[config.mk]
export PLATFORM = sky130hd
export DESIGN_NAME = http_response_length_deframer_core
export DESIGN_NICKNAME = d
export VERILOG_FILES = /design/src/rtl/core/hrld_pkg.sv /design/src/rtl/core/hrld_parser.sv /design/src/rtl/core/http_response_length_deframer_core.sv
export SDC_FILE = /design/constraint.sdc
export NUM_CORES = 1
export LEC_CHECK = 0
export ABC_AREA = 1
export ABC_CLOCK_PERIOD_IN_PS = 5920
export BUFFER_PORTS_ARGS = -buffer_cell sky130_fd_sc_hd__buf_2
export CORE_MARGIN = 8
export CORE_UTILIZATION = 40
export DETAILED_ROUTE_END_ITERATION = 8
export PLACE_DENSITY_LB_ADDON = 0.15
export SLEW_MARGIN = 20
export SYNTH_ARGS = -nofsm -noshare
export SYNTH_HDL_FRONTEND = slang
export SYNTH_SLANG_ARGS = --single-unit
[constraint.sdc]
create_clock -name clk_i -period 5.92 [get_ports clk_i]
set_input_delay 0.592 -clock clk_i [delete_from_list [all_inputs] [get_ports clk_i]]
set_output_delay 0.592 -clock clk_i [all_outputs]
set_load 0.02 [all_outputs]
[src/rtl/core/hrld_pkg.sv]
// ----------------------------------------------------------------------------
// hrld_pkg
// shared types, codes and constants of the http response length deframer
// ----------------------------------------------------------------------------
package hrld_pkg;

  localparam int unsigned BYTE_W     = 8;
  localparam int unsigned LEN_W      = 30;
  localparam int unsigned HDR_CNT_W  = 16;
  localparam int unsigned TAIL_W     = 24;
  localparam int unsigned KEY_LEN    = 16;
  localparam int unsigned KEY_IDX_W  = 5;
  localparam int unsigned MAX_DIGITS = 9;
  localparam logic [HDR_CNT_W-1:0] MAX_HDR_RESET = 16'd8192;

  localparam logic [BYTE_W-1:0] CH_CR    = 8'h0d;
  localparam logic [BYTE_W-1:0] CH_LF    = 8'h0a;
  localparam logic [BYTE_W-1:0] CH_ZERO  = 8'h30;
  localparam logic [BYTE_W-1:0] CH_NINE  = 8'h39;
  localparam logic [TAIL_W-1:0] TAIL_CRLFCR = {CH_CR, CH_LF, CH_CR};

  typedef enum logic [1:0] {
    PH_HEADER = 2'd0,
    PH_BODY   = 2'd1,
    PH_DONE   = 2'd2,
    PH_ERROR  = 2'd3
  } phase_e;

  typedef enum logic [1:0] {
    NP_SEEK_KEY    = 2'd0,
    NP_SEEK_DIGITS = 2'd1,
    NP_IN_DIGITS   = 2'd2,
    NP_RUN_ENDED   = 2'd3
  } num_phase_e;

  typedef enum logic [1:0] {
    CLS_HEADER  = 2'd0,
    CLS_BODY    = 2'd1,
    CLS_IGNORED = 2'd2
  } byte_class_e;

  typedef enum logic [1:0] {
    ST_OK       = 2'd0,
    ST_HDR_LONG = 2'd1,
    ST_NO_CLEN  = 2'd2,
    ST_LEN_LONG = 2'd3
  } status_e;

  typedef struct packed {
    logic [BYTE_W-1:0] out_byte;
    byte_class_e       byte_class;
    logic              header_end;
    logic              body_last;
    logic [LEN_W-1:0]  content_length;
    status_e           status;
  } result_t;

  // "Content-Length: "
  function automatic logic [BYTE_W-1:0] key_char(input logic [3:0] idx);
    logic [BYTE_W-1:0] c;
    case (idx)
      4'd0:    c = 8'h43;
      4'd1:    c = 8'h6f;
      4'd2:    c = 8'h6e;
      4'd3:    c = 8'h74;
      4'd4:    c = 8'h65;
      4'd5:    c = 8'h6e;
      4'd6:    c = 8'h74;
      4'd7:    c = 8'h2d;
      4'd8:    c = 8'h4c;
      4'd9:    c = 8'h65;
      4'd10:   c = 8'h6e;
      4'd11:   c = 8'h67;
      4'd12:   c = 8'h74;
      4'd13:   c = 8'h68;
      4'd14:   c = 8'h3a;
      default: c = 8'h20;
    endcase
    return c;
  endfunction

endpackage

[src/rtl/core/hrld_parser.sv]
// ----------------------------------------------------------------------------
// hrld_parser
// parse state of one response and the per-byte classification step
// ----------------------------------------------------------------------------
module hrld_parser #(
  parameter int unsigned MaxDigits = hrld_pkg::MAX_DIGITS
) (
  input  logic                                clk_i,
  input  logic                                rst_ni,
  input  logic                                step_i,
  input  logic [hrld_pkg::BYTE_W-1:0]         byte_i,
  input  logic                                new_i,
  input  logic [hrld_pkg::HDR_CNT_W-1:0]      max_hdr_i,
  output hrld_pkg::result_t                   res_o
);

  localparam int unsigned DcW   = $clog2(MaxDigits + 2);
  localparam int unsigned LenW  = hrld_pkg::LEN_W;
  localparam int unsigned CntW  = hrld_pkg::HDR_CNT_W;
  localparam int unsigned TailW = hrld_pkg::TAIL_W;
  localparam int unsigned KiW   = hrld_pkg::KEY_IDX_W;

  hrld_pkg::phase_e       phase_q, phase_d, phase_e_w;
  hrld_pkg::num_phase_e   np_q, np_d, np_e_w, np_s;
  hrld_pkg::status_e      err_q, err_d, err_e_w;
  logic [CntW-1:0]        cnt_q, cnt_d, cnt_e_w;
  logic [TailW-1:0]       tail_q, tail_d, tail_e_w;
  logic [KiW-1:0]         kmi_q, kmi_d, kmi_e_w, kmi_s;
  logic [DcW-1:0]         dc_q, dc_d, dc_e_w, dc_s;
  logic [LenW-1:0]        lv_q, lv_d, lv_e_w, lv_s;
  logic [LenW-1:0]        rem_q, rem_d, rem_e_w, rem_dec;
  logic [CntW:0]          cnt_next;
  logic                   hdr_ok, term_hit, is_digit, len_long;
  logic [LenW-1:0]        digit_val;

  // new_response clears parse state ahead of the byte
  always_comb begin
    if (new_i) begin
      phase_e_w = hrld_pkg::PH_HEADER;
      np_e_w    = hrld_pkg::NP_SEEK_KEY;
      err_e_w   = hrld_pkg::ST_OK;
      cnt_e_w   = '0;
      tail_e_w  = '0;
      kmi_e_w   = '0;
      dc_e_w    = '0;
      lv_e_w    = '0;
      rem_e_w   = '0;
    end else begin
      phase_e_w = phase_q;
      np_e_w    = np_q;
      err_e_w   = err_q;
      cnt_e_w   = cnt_q;
      tail_e_w  = tail_q;
      kmi_e_w   = kmi_q;
      dc_e_w    = dc_q;
      lv_e_w    = lv_q;
      rem_e_w   = rem_q;
    end
  end

  assign cnt_next  = {1'b0, cnt_e_w} + {{CntW{1'b0}}, 1'b1};
  assign hdr_ok    = cnt_next <= {1'b0, max_hdr_i};
  assign term_hit  = (tail_e_w == hrld_pkg::TAIL_CRLFCR) && (byte_i == hrld_pkg::CH_LF);
  assign is_digit  = (byte_i >= hrld_pkg::CH_ZERO) && (byte_i <= hrld_pkg::CH_NINE);
  assign digit_val = {{(LenW-hrld_pkg::BYTE_W){1'b0}}, byte_i - hrld_pkg::CH_ZERO};
  assign rem_dec   = (rem_e_w != '0) ? rem_e_w - {{(LenW-1){1'b0}}, 1'b1} : rem_e_w;
  assign len_long  = dc_s > DcW'(MaxDigits);

  // keyword match and digit accumulation
  always_comb begin
    np_s  = np_e_w;
    kmi_s = kmi_e_w;
    dc_s  = dc_e_w;
    lv_s  = lv_e_w;
    case (np_e_w)
      hrld_pkg::NP_SEEK_KEY: begin
        if ((kmi_e_w < KiW'(hrld_pkg::KEY_LEN)) &&
            (byte_i == hrld_pkg::key_char(kmi_e_w[3:0]))) begin
          kmi_s = kmi_e_w + {{(KiW-1){1'b0}}, 1'b1};
          if (kmi_s == KiW'(hrld_pkg::KEY_LEN)) begin
            np_s = hrld_pkg::NP_SEEK_DIGITS;
          end
        end else begin
          kmi_s = (byte_i == hrld_pkg::key_char(4'd0)) ? KiW'(1) : '0;
        end
      end
      hrld_pkg::NP_SEEK_DIGITS, hrld_pkg::NP_IN_DIGITS: begin
        if (is_digit) begin
          np_s = hrld_pkg::NP_IN_DIGITS;
          if (dc_e_w < DcW'(MaxDigits)) begin
            lv_s = (lv_e_w << 3) + (lv_e_w << 1) + digit_val;
            dc_s = dc_e_w + {{(DcW-1){1'b0}}, 1'b1};
          end else begin
            dc_s = DcW'(MaxDigits + 1);
            np_s = hrld_pkg::NP_RUN_ENDED;
          end
        end else if (np_e_w == hrld_pkg::NP_IN_DIGITS) begin
          np_s = hrld_pkg::NP_RUN_ENDED;
        end
      end
      default: ;
    endcase
  end

  // next state
  always_comb begin
    phase_d = phase_e_w;
    np_d    = np_e_w;
    err_d   = err_e_w;
    cnt_d   = cnt_e_w;
    tail_d  = tail_e_w;
    kmi_d   = kmi_e_w;
    dc_d    = dc_e_w;
    lv_d    = lv_e_w;
    rem_d   = rem_e_w;
    unique case (phase_e_w)
      hrld_pkg::PH_HEADER: begin
        if (!hdr_ok) begin
          phase_d = hrld_pkg::PH_ERROR;
          err_d   = hrld_pkg::ST_HDR_LONG;
        end else begin
          cnt_d  = cnt_next[CntW-1:0];
          np_d   = np_s;
          kmi_d  = kmi_s;
          dc_d   = dc_s;
          lv_d   = lv_s;
          tail_d = {tail_e_w[TailW-9:0], byte_i};
          if (term_hit) begin
            if (np_s == hrld_pkg::NP_SEEK_KEY) begin
              phase_d = hrld_pkg::PH_ERROR;
              err_d   = hrld_pkg::ST_NO_CLEN;
            end else if (len_long) begin
              phase_d = hrld_pkg::PH_ERROR;
              err_d   = hrld_pkg::ST_LEN_LONG;
            end else if (lv_s == '0) begin
              phase_d = hrld_pkg::PH_DONE;
            end else begin
              rem_d   = lv_s;
              phase_d = hrld_pkg::PH_BODY;
            end
          end
        end
      end
      hrld_pkg::PH_BODY: begin
        rem_d = rem_dec;
        if (rem_dec == '0) begin
          phase_d = hrld_pkg::PH_DONE;
        end
      end
      hrld_pkg::PH_DONE, hrld_pkg::PH_ERROR: ;
      default: ;
    endcase
  end

  // result of this byte
  always_comb begin
    res_o                = '0;
    res_o.out_byte       = byte_i;
    res_o.byte_class     = hrld_pkg::CLS_IGNORED;
    res_o.status         = hrld_pkg::ST_OK;
    unique case (phase_e_w)
      hrld_pkg::PH_HEADER: begin
        if (!hdr_ok) begin
          res_o.status = hrld_pkg::ST_HDR_LONG;
        end else begin
          res_o.byte_class = hrld_pkg::CLS_HEADER;
          if (term_hit) begin
            res_o.header_end = 1'b1;
            if (np_s == hrld_pkg::NP_SEEK_KEY) begin
              res_o.status = hrld_pkg::ST_NO_CLEN;
            end else if (len_long) begin
              res_o.status = hrld_pkg::ST_LEN_LONG;
            end else begin
              res_o.content_length = lv_s;
              res_o.body_last      = (lv_s == '0);
            end
          end
        end
      end
      hrld_pkg::PH_BODY: begin
        res_o.byte_class = hrld_pkg::CLS_BODY;
        res_o.body_last  = (rem_dec == '0);
      end
      hrld_pkg::PH_ERROR: begin
        res_o.status = err_e_w;
      end
      hrld_pkg::PH_DONE: ;
      default: ;
    endcase
  end

  always_ff @(posedge clk_i or negedge rst_ni) begin
    if (!rst_ni) begin
      phase_q <= hrld_pkg::PH_HEADER;
      np_q    <= hrld_pkg::NP_SEEK_KEY;
      err_q   <= hrld_pkg::ST_OK;
      cnt_q   <= '0;
      tail_q  <= '0;
      kmi_q   <= '0;
      dc_q    <= '0;
      lv_q    <= '0;
      rem_q   <= '0;
    end else if (step_i) begin
      phase_q <= phase_d;
      np_q    <= np_d;
      err_q   <= err_d;
      cnt_q   <= cnt_d;
      tail_q  <= tail_d;
      kmi_q   <= kmi_d;
      dc_q    <= dc_d;
      lv_q    <= lv_d;
      rem_q   <= rem_d;
    end
  end

endmodule

[src/rtl/core/http_response_length_deframer_core.sv]
// ----------------------------------------------------------------------------
// http_response_length_deframer_core
// splits an http response byte stream into header and content-length body
// ----------------------------------------------------------------------------
// One byte is taken per clock while the output side accepts, and every byte
// gives one result transfer; each byte is held in the input register and
// its result in the output register. The combinational parse step between
// them sets the rate; the two stall together only while the output holds off.
// Bytes up to the first CRLFCRLF are tagged header (terminator included,
// header_end on its last byte), then content_length bytes are tagged body
// with tlast on the final one; later bytes and bytes after an error are
// tagged ignored. Write max_header_bytes only while no byte is in flight.
module http_response_length_deframer_core #(
  parameter int unsigned MaxDigits = hrld_pkg::MAX_DIGITS
) (
  input  logic        clk_i,
  input  logic        rst_ni,
  input  logic        cfg_we_i,
  input  logic [15:0] cfg_wdata_i,    // max_header_bytes
  input  logic        s_axis_tvalid,
  output logic        s_axis_tready,
  input  logic [7:0]  s_axis_tdata,   // data_byte
  input  logic        s_axis_tuser,   // new_response
  output logic        m_axis_tvalid,
  input  logic        m_axis_tready,
  output logic [39:0] m_axis_tdata,   // out_byte, content_length, status
  output logic [2:0]  m_axis_tuser,   // byte_class, header_end
  output logic        m_axis_tlast    // body_last
);

  logic                                 in_valid_q;
  logic [hrld_pkg::BYTE_W-1:0]          in_byte_q;
  logic                                 in_new_q;
  logic                                 out_valid_q;
  hrld_pkg::result_t                    out_res_q;
  hrld_pkg::result_t                    res;
  logic [hrld_pkg::HDR_CNT_W-1:0]       max_hdr_q;
  logic                                 advance;

  assign advance       = in_valid_q && (!out_valid_q || m_axis_tready);
  assign s_axis_tready = !in_valid_q || advance;

  hrld_parser #(
    .MaxDigits (MaxDigits)
  ) u_parser (
    .clk_i     (clk_i),
    .rst_ni    (rst_ni),
    .step_i    (advance),
    .byte_i    (in_byte_q),
    .new_i     (in_new_q),
    .max_hdr_i (max_hdr_q),
    .res_o     (res)
  );

  always_ff @(posedge clk_i or negedge rst_ni) begin
    if (!rst_ni) begin
      max_hdr_q <= hrld_pkg::MAX_HDR_RESET;
    end else if (cfg_we_i) begin
      max_hdr_q <= cfg_wdata_i;
    end
  end

  always_ff @(posedge clk_i or negedge rst_ni) begin
    if (!rst_ni) begin
      in_valid_q <= 1'b0;
    end else if (s_axis_tready) begin
      in_valid_q <= s_axis_tvalid;
    end
  end

  always_ff @(posedge clk_i) begin
    if (s_axis_tready && s_axis_tvalid) begin
      in_byte_q <= s_axis_tdata;
      in_new_q  <= s_axis_tuser;
    end
  end

  always_ff @(posedge clk_i or negedge rst_ni) begin
    if (!rst_ni) begin
      out_valid_q <= 1'b0;
    end else if (advance) begin
      out_valid_q <= 1'b1;
    end else if (m_axis_tready) begin
      out_valid_q <= 1'b0;
    end
  end

  always_ff @(posedge clk_i) begin
    if (advance) begin
      out_res_q <= res;
    end
  end

  assign m_axis_tvalid = out_valid_q;
  assign m_axis_tdata  = {out_res_q.status, out_res_q.content_length, out_res_q.out_byte};
  assign m_axis_tuser  = {out_res_q.header_end, out_res_q.byte_class};
  assign m_axis_tlast  = out_res_q.body_last;

  a_hend_is_header : assert property (@(posedge clk_i) disable iff (!rst_ni)
    m_axis_tvalid && out_res_q.header_end |-> out_res_q.byte_class == hrld_pkg::CLS_HEADER)
    else $error("header_end on a byte not tagged header");

  a_last_ok : assert property (@(posedge clk_i) disable iff (!rst_ni)
    m_axis_tvalid && m_axis_tlast |-> out_res_q.status == hrld_pkg::ST_OK)
    else $error("body_last together with an error status");

  a_clen_only_at_end : assert property (@(posedge clk_i) disable iff (!rst_ni)
    m_axis_tvalid && !out_res_q.header_end |-> out_res_q.content_length == '0)
    else $error("content_length set away from header_end");

  a_result_follows : assert property (@(posedge clk_i) disable iff (!rst_ni)
    advance |=> m_axis_tvalid)
    else $error("parsed byte did not reach the output register");

endmodule

Word-level counts from Yosys, hierarchy flattened
Memory sizes are Yosys's and may differ from the RTL's.
Cells that the tools add are included.
{"block": "totals", "register_bits": 186, "mem_bits_ro": 112, "inputBits": 30, "elab_cells": 133, "mem_count": 1}
{"block": "op_classes", "addsub": 7, "magnitude_cmp": 6, "n_eq_ne": 9, "mux": 68, "bitwise": 3, "reduce_logical": 19}
{"memory": "(no name shown)", "depth": 16, "word_bits": 7, "read_ports": 1, "rd_ports_with_merged_regs": 0, "wr": 0, "line": "hrld_pkg.sv:61", "rtl": "case (idx)"}
{"operator": "$mux W30", "n": 13}
{"operator": "$mux W24", "n": 3}
{"operator": "$mux W34", "n": 2}
{"operator": "$mux W31", "n": 2}
{"operator": "$logic_not A30 Y1", "n": 2}
{"operator": "$pmux W30 S2", "n": 1}
{"operator": "$mux W16", "n": 3}
{"operator": "$mux W2", "n": 23}
{"operator": "$add A30 B30 Y30", "n": 1}
{"operator": "$add A30 B8 Y30", "n": 1}
{"operator": "$reduce_bool A30 Y1", "n": 1}
{"operator": "$sub A30 B1 Y30 const B", "n": 1}
{"operator": "$mux W5", "n": 5}
{"operator": "$eq A24 B20 Y1 const B", "n": 1}
{"operator": "$mux W4", "n": 6}
{"operator": "$add A16 B1 Y17 const B", "n": 1}
{"operator": "$le A17 B16 Y1", "n": 1}
{"operator": "$pmux W2 S2", "n": 4}
{"operator": "$eq A8 B4 Y1 const B", "n": 1}
{"operator": "$eq A8 B7 Y1 const B", "n": 1}
{"operator": "$eq A8 B8 Y1", "n": 1}
{"operator": "$ge A8 B6 Y1 const B", "n": 1}
{"operator": "$le A8 B6 Y1 const B", "n": 1}
{"operator": "$mux W8", "n": 1}
{"operator": "20 further kinds", "n": 35}

Logic depth before layout (Yosys ltp)
Gate-level depths: netlist of the first run.
{"block": "logic_depth", "ltp_word": 13, "depth_mapped": 32, "depth_no_buf": 28}

Hierarchy
A second synthesis of the first run with hierarchy kept.
{"block": "hier_totals", "cells_unflattened": 2249, "area_unflattened_um2": 15157.0}
{"mod": "hrld_parser", "n_inst": 1, "cells_per_inst": 2117, "area_per_inst_um2": 12824.8}
{"mod": "http_response_length_deframer_core", "n_inst": 1, "cells_per_inst": 132, "area_per_inst_um2": 2332.2}

Least setup slack after synthesis of the first run
Ideal clock, no wire load.
{"block": "synth_timing", "path_type": "register to register", "start": "register in_new_q", "end": "register out_res_q, in the netlist m_axis_tdata[33] (data pin)", "arrival_ps": 4069, "required_ps": 5658, "setup_slack_ps": 1588, "stages_incl_launch_ff": 27, "n_path_buf": 8, "path_cell_list": "edfxtp_1 buf_4 buf_6 buf_6 buf_2 buf_1 buf_1 nor2_1 ha_1 nand4_1 nor2_2 nand4_1 nor2_1 nand2_1 xor2_1 ha_1 nand2_1 nor4_1 nand3b_1 nand3_1 nand2_2 nand2_2 nor2_2 nand2_1 buf_2 buf_2 nor2_1"}
{"block": "synth_via", "elab_chain_cells": 9, "elab_cells_between_ends": 45, "cone_classes": "add/sub (5); order compare (4); eq/ne (5); mux (20); bitwise (3); reduce/logical (7); memory (1)"}
{"item": "start, declared", "line": "http_response_length_deframer_core.sv:33", "rtl": "logic in_new_q;"}
{"item": "start signal, assigned", "line": "http_response_length_deframer_core.sv:74", "rtl": "in_new_q <= s_axis_tuser;"}
{"item": "branches (longest 9 deep; another with $add A30 B30 Y30)"}
{"item": "end signal, assigned", "line": "http_response_length_deframer_core.sv:90", "rtl": "out_res_q <= res;"}
{"item": "end, declared", "line": "http_response_length_deframer_core.sv:35", "rtl": "hrld_pkg::result_t out_res_q;"}
Several ways; the timed one is not identified. The select of a mux whose other input is x is not followed.
A chain may end at the register's enable or synchronous reset.

Final worst setup path of the first run
{"block": "layout_timing", "start": "register in_new_q", "end": "register u_parser.rem_q[25]"}
{"block": "layout_via", "elab_chain_cells": 13, "elab_cells_between_ends": 53, "cone_classes": "add/sub (6); order compare (4); eq/ne (6); mux (28); reduce/logical (8); memory (1)"}
{"item": "$mux W30", "line": "hrld_parser.sv:38", "rtl": "if (new_i) begin"}
{"item": "$add A30 B30 Y30", "line": "hrld_parser.sv:91", "rtl": "lv_s = (lv_e_w << 3) + (lv_e_w << 1) + digit_val;"}
{"item": "$add A30 B8 Y30", "line": "hrld_parser.sv:91"}
{"item": "$mux W30", "line": "hrld_parser.sv:90", "rtl": "if (dc_e_w < DcW'(MaxDigits)) begin"}
{"item": "$mux W30", "line": "hrld_parser.sv:88", "rtl": "if (is_digit) begin"}
{"item": "$mux W30", "line": "hrld_parser.sv:75", "rtl": "case (np_e_w)"}
{"item": "$logic_not A30 Y1", "line": "hrld_parser.sv:135", "rtl": "end else if (lv_s == '0) begin"}
{"item": "$mux W30", "line": "hrld_parser.sv:135"}
{"item": "$mux W30", "line": "hrld_parser.sv:132", "rtl": "end else if (len_long) begin"}
{"item": "$mux W30", "line": "hrld_parser.sv:129", "rtl": "if (np_s == hrld_pkg::NP_SEEK_KEY) begin"}
{"item": "$mux W30", "line": "hrld_parser.sv:128", "rtl": "if (term_hit) begin"}
{"item": "$mux W30", "line": "hrld_parser.sv:118", "rtl": "if (!hdr_ok) begin"}
{"item": "$pmux W30 S2 *", "line": "hrld_parser.sv:116", "rtl": "unique case (phase_e_w)"}
{"item": "end signal, assigned", "line": "hrld_parser.sv:212", "rtl": "rem_q <= rem_d;"}
{"item": "end, declared", "line": "hrld_parser.sv:31", "rtl": "logic [LenW-1:0] rem_q, rem_d, rem_e_w, rem_dec;"}
Mark *: on every way between the ends. The rest lies on a longest branch, timed or not. The select of a mux whose other input is x is not followed.

==> run_results.csv, run 1 <==
group,metric,value,unit
clock_network,cts_setup_buffers,0,
setup_path,r2r_start,"in_new_q",
power_and_ir_drop,p_sw,3.21,mW
timing,setup_violations,0,
timing,slew_violations,0,
clock_network,holdBufCountCts,0,
global_routing,grt_max_degree,93,
timing,max_slew_margin,0.316,
timing,hold_ws,269,ps
synth,synth_edf_count,53,
synth,seq_area_frac_synth,0.329,
run_status,status,"complete, no violations",
final_layout,nNetsFinal,2385,
clock_network,cts_inserted_buffers,17,
timing,worst_slew_pin_slew,1030,ps
synth,synthArstFlopShare,0.715,
clock_network,cts_sinks,186,
routing,viasPerCell,5.26,
routing,initialDrtViolationCount,1043,
power_and_ir_drop,p_comb_frac,0.529,
floorplan,die_area,43800,um2
place,gp_congestion,0.927,
synth,synth-warning-count,0,
floorplan,start_util,0.402,
timing,hold_viol,0,
setup_path,r2r_end,"u_parser.rem_q[25]",
setup_path,crit_fanout,87,
power_and_ir_drop,p_leak,8.43,nW
power_and_ir_drop,seq_power_share,0.286,
clock_network,cts_root_buffer,"clkbuf_16",
power_and_ir_drop,p_clk_frac,0.186,
final_layout,area_growth,8.44,%
setup_path,critPathCaptureType,"flip-flop",
routing,wl_per_cell,16.6,um
power_and_ir_drop,p_int,3.59,mW
place,port_buffers,75,
routing,drt-pass1-iter-count,6,
setup_path,cp_data_required_time,6250,ps
routing,vias,14500,
clock_network,cts-htree-levels,4,
floorplan,die_h,209,um
synth,syn_avg_cell_area,6.68,um2
clock_network,clk_latency,450,ps
hold_path,holdCritPathClass,"in -> async",
clock_network,post_cts_resized,0,
timing,fmax,0.206,GHz
synth,syn-instance-count,2240,
final_layout,n_antenna_cell,0,
synth,synth-main-ff-cell,"dfrtp_1",
routing,wirelength,45800,um
setup_path,reg2reg_depth,21,
floorplan,core,37200,um2
global_routing,grt_pass1_wl,74000,um
timing,period_needed,4860,ps
routing,postRouteAntennaNets,0,
power_and_ir_drop,irDropWorstVdd,225,uV
clock_network,clkSlewWorstSetupHoldPaths,80,ps
global_routing,grt_pass1_vias,13900,
setup_path,cp-startpoint,"in_new_q",
setup_path,setup.worst_path.start_class,"flip-flop",
synth,syn-num-nets,2359,
synth,ys_types,50,
global_routing,antenna_found_initial,0,
setup_path,crit_arrival,5190,ps
global_routing,track_usage,0.208,
floorplan,rows,71,
timing,fin_setup_tns,0,ps
clock_network,cts.path.max_buffers,2,
timing,finClkSkew,12.8,ps
floorplan,io_pins,76,
timing,fin_crit_sh,0.821,
clock_network,cts_tree,"yes",
global_routing,grt_remaining_overflow,0,
power_and_ir_drop,p_sw_frac,0.472,
setup_path,r2r_slack,1060,ps
power_and_ir_drop,power_density,419,nW/um2
synth,syn-cell-area,15000,um2
synth,ys_seq_elements,186,
timing,rsz0062_at_grt,"false",
setup_path,critPathKind,"reg -> reg",
floorplan,die_x,209,um
final_layout,drive_gt1_frac,0.0781,
job,cap_violations,0,
routing,route.detailed.drc,0,
place,place.detailed.hpwl,33700,um
-- flip-flops by register name, indices dropped and copies added, names as in the netlist, 2 cells and up --
signal / count
max_hdr_q: 16
u_parser.phase_q: 2
u_parser.lv_q: 30
u_parser.tail_q: 24
m_axis_tuser: 3
in_byte_q: 8
u_parser.np_q: 2
u_parser.rem_q: 30
u_parser.cnt_q: 16
m_axis_tdata: 40
u_parser.err_q: 2
u_parser.dc_q: 4
u_parser.kmi_q: 5
-- cells in the mapped netlist, drive strengths merged, types with 27 or more instances --
cell type  instances  area [um2]
inv              373        1400
ha                83        1040
a21boi            27         203
o21ai            145         744
nand2            581        2210
nand3            175         888
clkbuf            38         143
nand4             41         263
a21oi            150         751
buf               43         315
edfxtp            53        1590
nor2             258        1030
dfrtp            132        3300
-- through the flow --
stage          power (mW)  instance area (um2)  worst slack, ps  std cells  utilization
2_1_floorplan        4.60                15000             1590       2240            -
3_3_place_gp         5.48                15600              779       2721        0.419
3_5_place_dp         5.54                15600             1100       2721        0.419
4_1_cts              6.82                16200             1070       2753        0.436
5_1_grt              7.42                16200              574       2753        0.436
6_report             6.80                16200             1060       2753        0.436
-- cell families (layout without fill, tap and decap cells) --
group / Yosys count / in the layout / share of synthesized area
simple gates: 1118 / 1118 / 0.320
buf+inv: 458 / 497 / 0.125
compound gates: 363 / 363 / 0.132
flops: 186 / 186 / 0.329
fa+ha+maj: 89 / 89 / 0.0775
xor+xnor: 25 / 25 / 0.0146
mux: 1 / 1 / 0.000753
-- cells in the final DEF (no fill, tap or decap), types with 4 or more instances in the layout --
cell	instances
inv_1	363
buf_4	12
or2_2	17
edfxtp_1	53
nand2_1	570
nor2_4	5
o211ai_1	9
nor3b_1	6
fa_1	6
a21boi_1	23
o21ai_2	5
clkbuf_16	17
xor2_1	17
nand3_1	174
dfrtp_1	132
bufinv_16	4
xnor2_1	8
a31oi_1	8
inv_6	4
o21ai_0	136
nor2_2	6
o22ai_1	15
clkinv_1	5
nor2_1	246
nor4_1	10
a21boi_0	4
o21ai_1	4
buf_2	74
nand2_2	9
inv_2	10
nand3b_1	7
ha_1	83
nand4_1	40
a21oi_1	150
nor3_1	17
-- how the worst max path moves through the flow --
| stage | end | slack [ps] | cells past startpoint |
|---|---|---|---|
| finish | u_parser.rem_q[25] | 1060 | 21 |
| global route | u_parser.rem_q[5] | 570 | 21 |
| CTS | u_parser.rem_q[2] | 1070 | 21 |
| detailed placement | u_parser.rem_q[2] | 1100 | 21 |
| global placement | u_parser.rem_q[26] | 780 | 26 |
| floorplan | m_axis_tdata[33] | 1590 | 26 |
-- worst max-delay path, cell delays in order, from the launching register on --
cell	delay [ps]
edfxtp_1	420
buf_12	400
nor2_1	230
fa_1	580
inv_1	70
fa_1	460
inv_1	110
nand2_1	50
nand2_1	80
nand3_1	100
nand2_1	140
nand2_1	100
nand4_1	100
nand3_1	150
a21oi_1	360
nand3_1	150
nor2_2	280
a21oi_1	170
nand2_2	470
nand2_1	120
nand3_1	100
a21boi_1	70
-- layout make-up --
| cell class | instances | area (um2) |
|---|---|---|
| Fill cell | 3890 | 21000 |
| Multi-Input combinational cell | 1596 | 8170 |
| Sequential cell | 186 | 4920 |
| Inverter | 377 | 1420 |
| Tap cell | 474 | 593 |
| Timing Repair Buffer | 88 | 492 |
| Clock buffer | 19 | 433 |
| Clock inverter | 13 | 188 |
-- power groups by stage --
stage	registers [mW]	clock network, mW	logic (mW)
final	1.94	1.26	3.59
after global routing	1.99	1.34	4.09
after CTS	1.94	1.29	3.59
after detailed placement	1.96	0	3.58
after global placement	1.95	0	3.53
after floorplan	1.96	0	2.65
-- layer usage --
| metal | track usage | routed length (um) |
|---|---|---|
| met2 | 0.344 | 21500 |
| met4 | 0.0719 | 1280 |
| met1 | 0.279 | 20900 |
| met5 | 0 | 0 |
| met3 | 0.0260 | 2230 |
(Power assumes the default switching activity.)
==> run 2: changes to the inputs <==
- ABC_CLOCK_PERIOD_IN_PS: 5920 -> 4200
- clock period: 5.92 -> 4.2 ns (I/O delays scaled with it)
==> run 2 against run 1 <==
  * Maximum frequency up 19%
  * Clock-buffer cell count is 3 higher
  * Clock power grew 35%
  * Critical endpoint is now u_parser.rem_q[8]
==> run_results.csv, run 2 (synthesis results as in run 1) <==
group,metric,value,unit
final_layout,num-fill-cells,3716,
place,placed_area,17100,um2
place,dpl_worst_slack,-82.7,ps
global_routing,antenna_found_initial,0,
global_routing,use_met2,0.375,
setup_path,crit_arrival,4480,ps
global_routing,grtUsageMet3,0.0273,
timing,setup_violations,0,
floorplan,die_h,209,um
hold_path,holdCritPathClass,"in -> async",
final_layout,nNetsFinal,2611,
place,port_buffers,75,
routing,initialDrtViolationCount,1062,
routing,wirelength,50500,um
place,placedCellCount,2912,
routing,route.detailed.drc,0,
clock_network,cts_sinks,186,
clock_network,clk_latency,460,ps
power_and_ir_drop,total_power,11.4,mW
timing,fmax,0.244,GHz
floorplan,die_area,43800,um2
timing,finClkSkew,14.6,ps
timing,worst_slew_pin_slew,1020,ps
global_routing,grtUsageMet1,0.285,
setup_path,critPathKind,"reg -> reg",
power_and_ir_drop,power_density,596,nW/um2
setup_path,crit_slowest_cell,"fa_1",
final_layout,final_core_util,0.514,
timing,hold_ws,27.5,ps
clock_network,cts_inserted_buffers,17,
clock_network,cts_tree,"yes",
global_routing,track_usage,0.218,
setup_path,cp_data_required_time,4580,ps
job,cap_violations,0,
setup_path,reg2reg_depth,26,
setup_path,critPathCaptureType,"flip-flop",
final_layout,area_growth,27.9,%
global_routing,grt_pass1_wl,77500,um
routing,drt-pass1-iter-count,6,
power_and_ir_drop,irDropWorstVdd,369,uV
timing,finalWorstSetupSlack,108,ps
global_routing,top_usage_layer,"met2",
setup_path,cp_num_cells,26,
timing,hold_viol,0,
setup_path,crit_fanout,14,
floorplan,core,37200,um2
clock_network,cts-htree-levels,4,
timing,period_needed,4090,ps
global_routing,grt_remaining_overflow,0,
final_layout,drive_gt1_frac,0.231,
clock_network,cts.path.max_buffers,2,
clock_network,clkSlewWorstSetupHoldPaths,80,ps
clock_network,holdBufCountCts,0,
floorplan,rows,71,
routing,viasPerCell,5.20,
final_layout,final_cell_mix,"nand2_1, inv_1, buf_4",
final_layout,fin_cells,2979,
final_layout,largest_reg_flops,40,
final_layout,final_cell_area,19100,um2
timing,fin_setup_tns,0,ps
floorplan,start_util,0.402,
timing,rsz0062_at_grt,"true",
clock_network,cts_root_buffer,"clkbuf_16",
place,gp_congestion,0.923,
power_and_ir_drop,p_leak,9.77,nW
timing,max_slew_margin,0.319,
global_routing,grt_max_degree,91,
floorplan,io_pins,76,
routing,postRouteAntennaNets,0,
setup_path,cp_num_buf_inv,7,
setup_path,max_stage_delay,530,ps
setup_path,setup.worst_path.start_class,"flip-flop",
routing,wl_per_cell,17.0,um
floorplan,die_x,209,um
timing,slew_violations,0,
place,place.detailed.hpwl,36300,um
setup_path,critPathTopFamily,"simple AND/OR/NAND/NOR gates",
final_layout,n_antenna_cell,0,
routing,vias,15500,
run_status,status,"complete, no violations",
global_routing,grt_pass1_vias,14500,
timing,fin_crit_sh,0.974,
final_layout,layout_commonest_cell,"nand2_1",
==> run 2: repair_timing <==
action,4_1_cts,5_1_grt
cloned,1,9
gates resized for setup,7,246
pin swaps,1,46
endpoints found under the setup margin,31,147
setup buffers,0,27
==> run 2: metal layers <==
layer	up-vias	share of wire
met3	64	0.042
met2	384	0.48
met5	-	0
li1	7704	-
met1	7348	0.45
met4	0	0.021
==> run 2: worst paths after layout <==
check | from | to | slack, ps
max reg2reg | in_new_q | u_parser.rem_q[8] | 110
min reg2reg | u_parser.rem_q[23] | u_parser.rem_q[23] | 480
max | in_new_q | u_parser.rem_q[8] | 110
min in group clk_i | s_axis_tdata[7] | in_byte_q[7] | 130
min | rst_ni | u_parser.rem_q[19] | 30
max in group asynchronous | rst_ni | u_parser.lv_q[24] | 3130
==> run 2: area by class of cell <==
class | count | area [um2] | share of cell area
Sequential cell | 186 | 4920 | 0.257
Tap cell | 474 | 593 | 0.0310
Timing Repair Buffer | 313 | 2530 | 0.132
Clock inverter | 10 | 92.6 | 0.00484
Clock buffer | 22 | 510 | 0.0267
Inverter | 377 | 1430 | 0.0747
Multi-Input combinational cell | 1597 | 9050 | 0.473
==> run 2: power breakdown <==
group | internal (mW) | leakage [nW] | switching [mW] | total, mW
Clock | 0.889 | 0.299 | 0.812 | 1.70
Sequential | 2.46 | 2.12 | 0.268 | 2.73
Combinational | 2.78 | 7.35 | 4.19 | 6.98
Total | 6.13 | 9.77 | 5.28 | 11.4
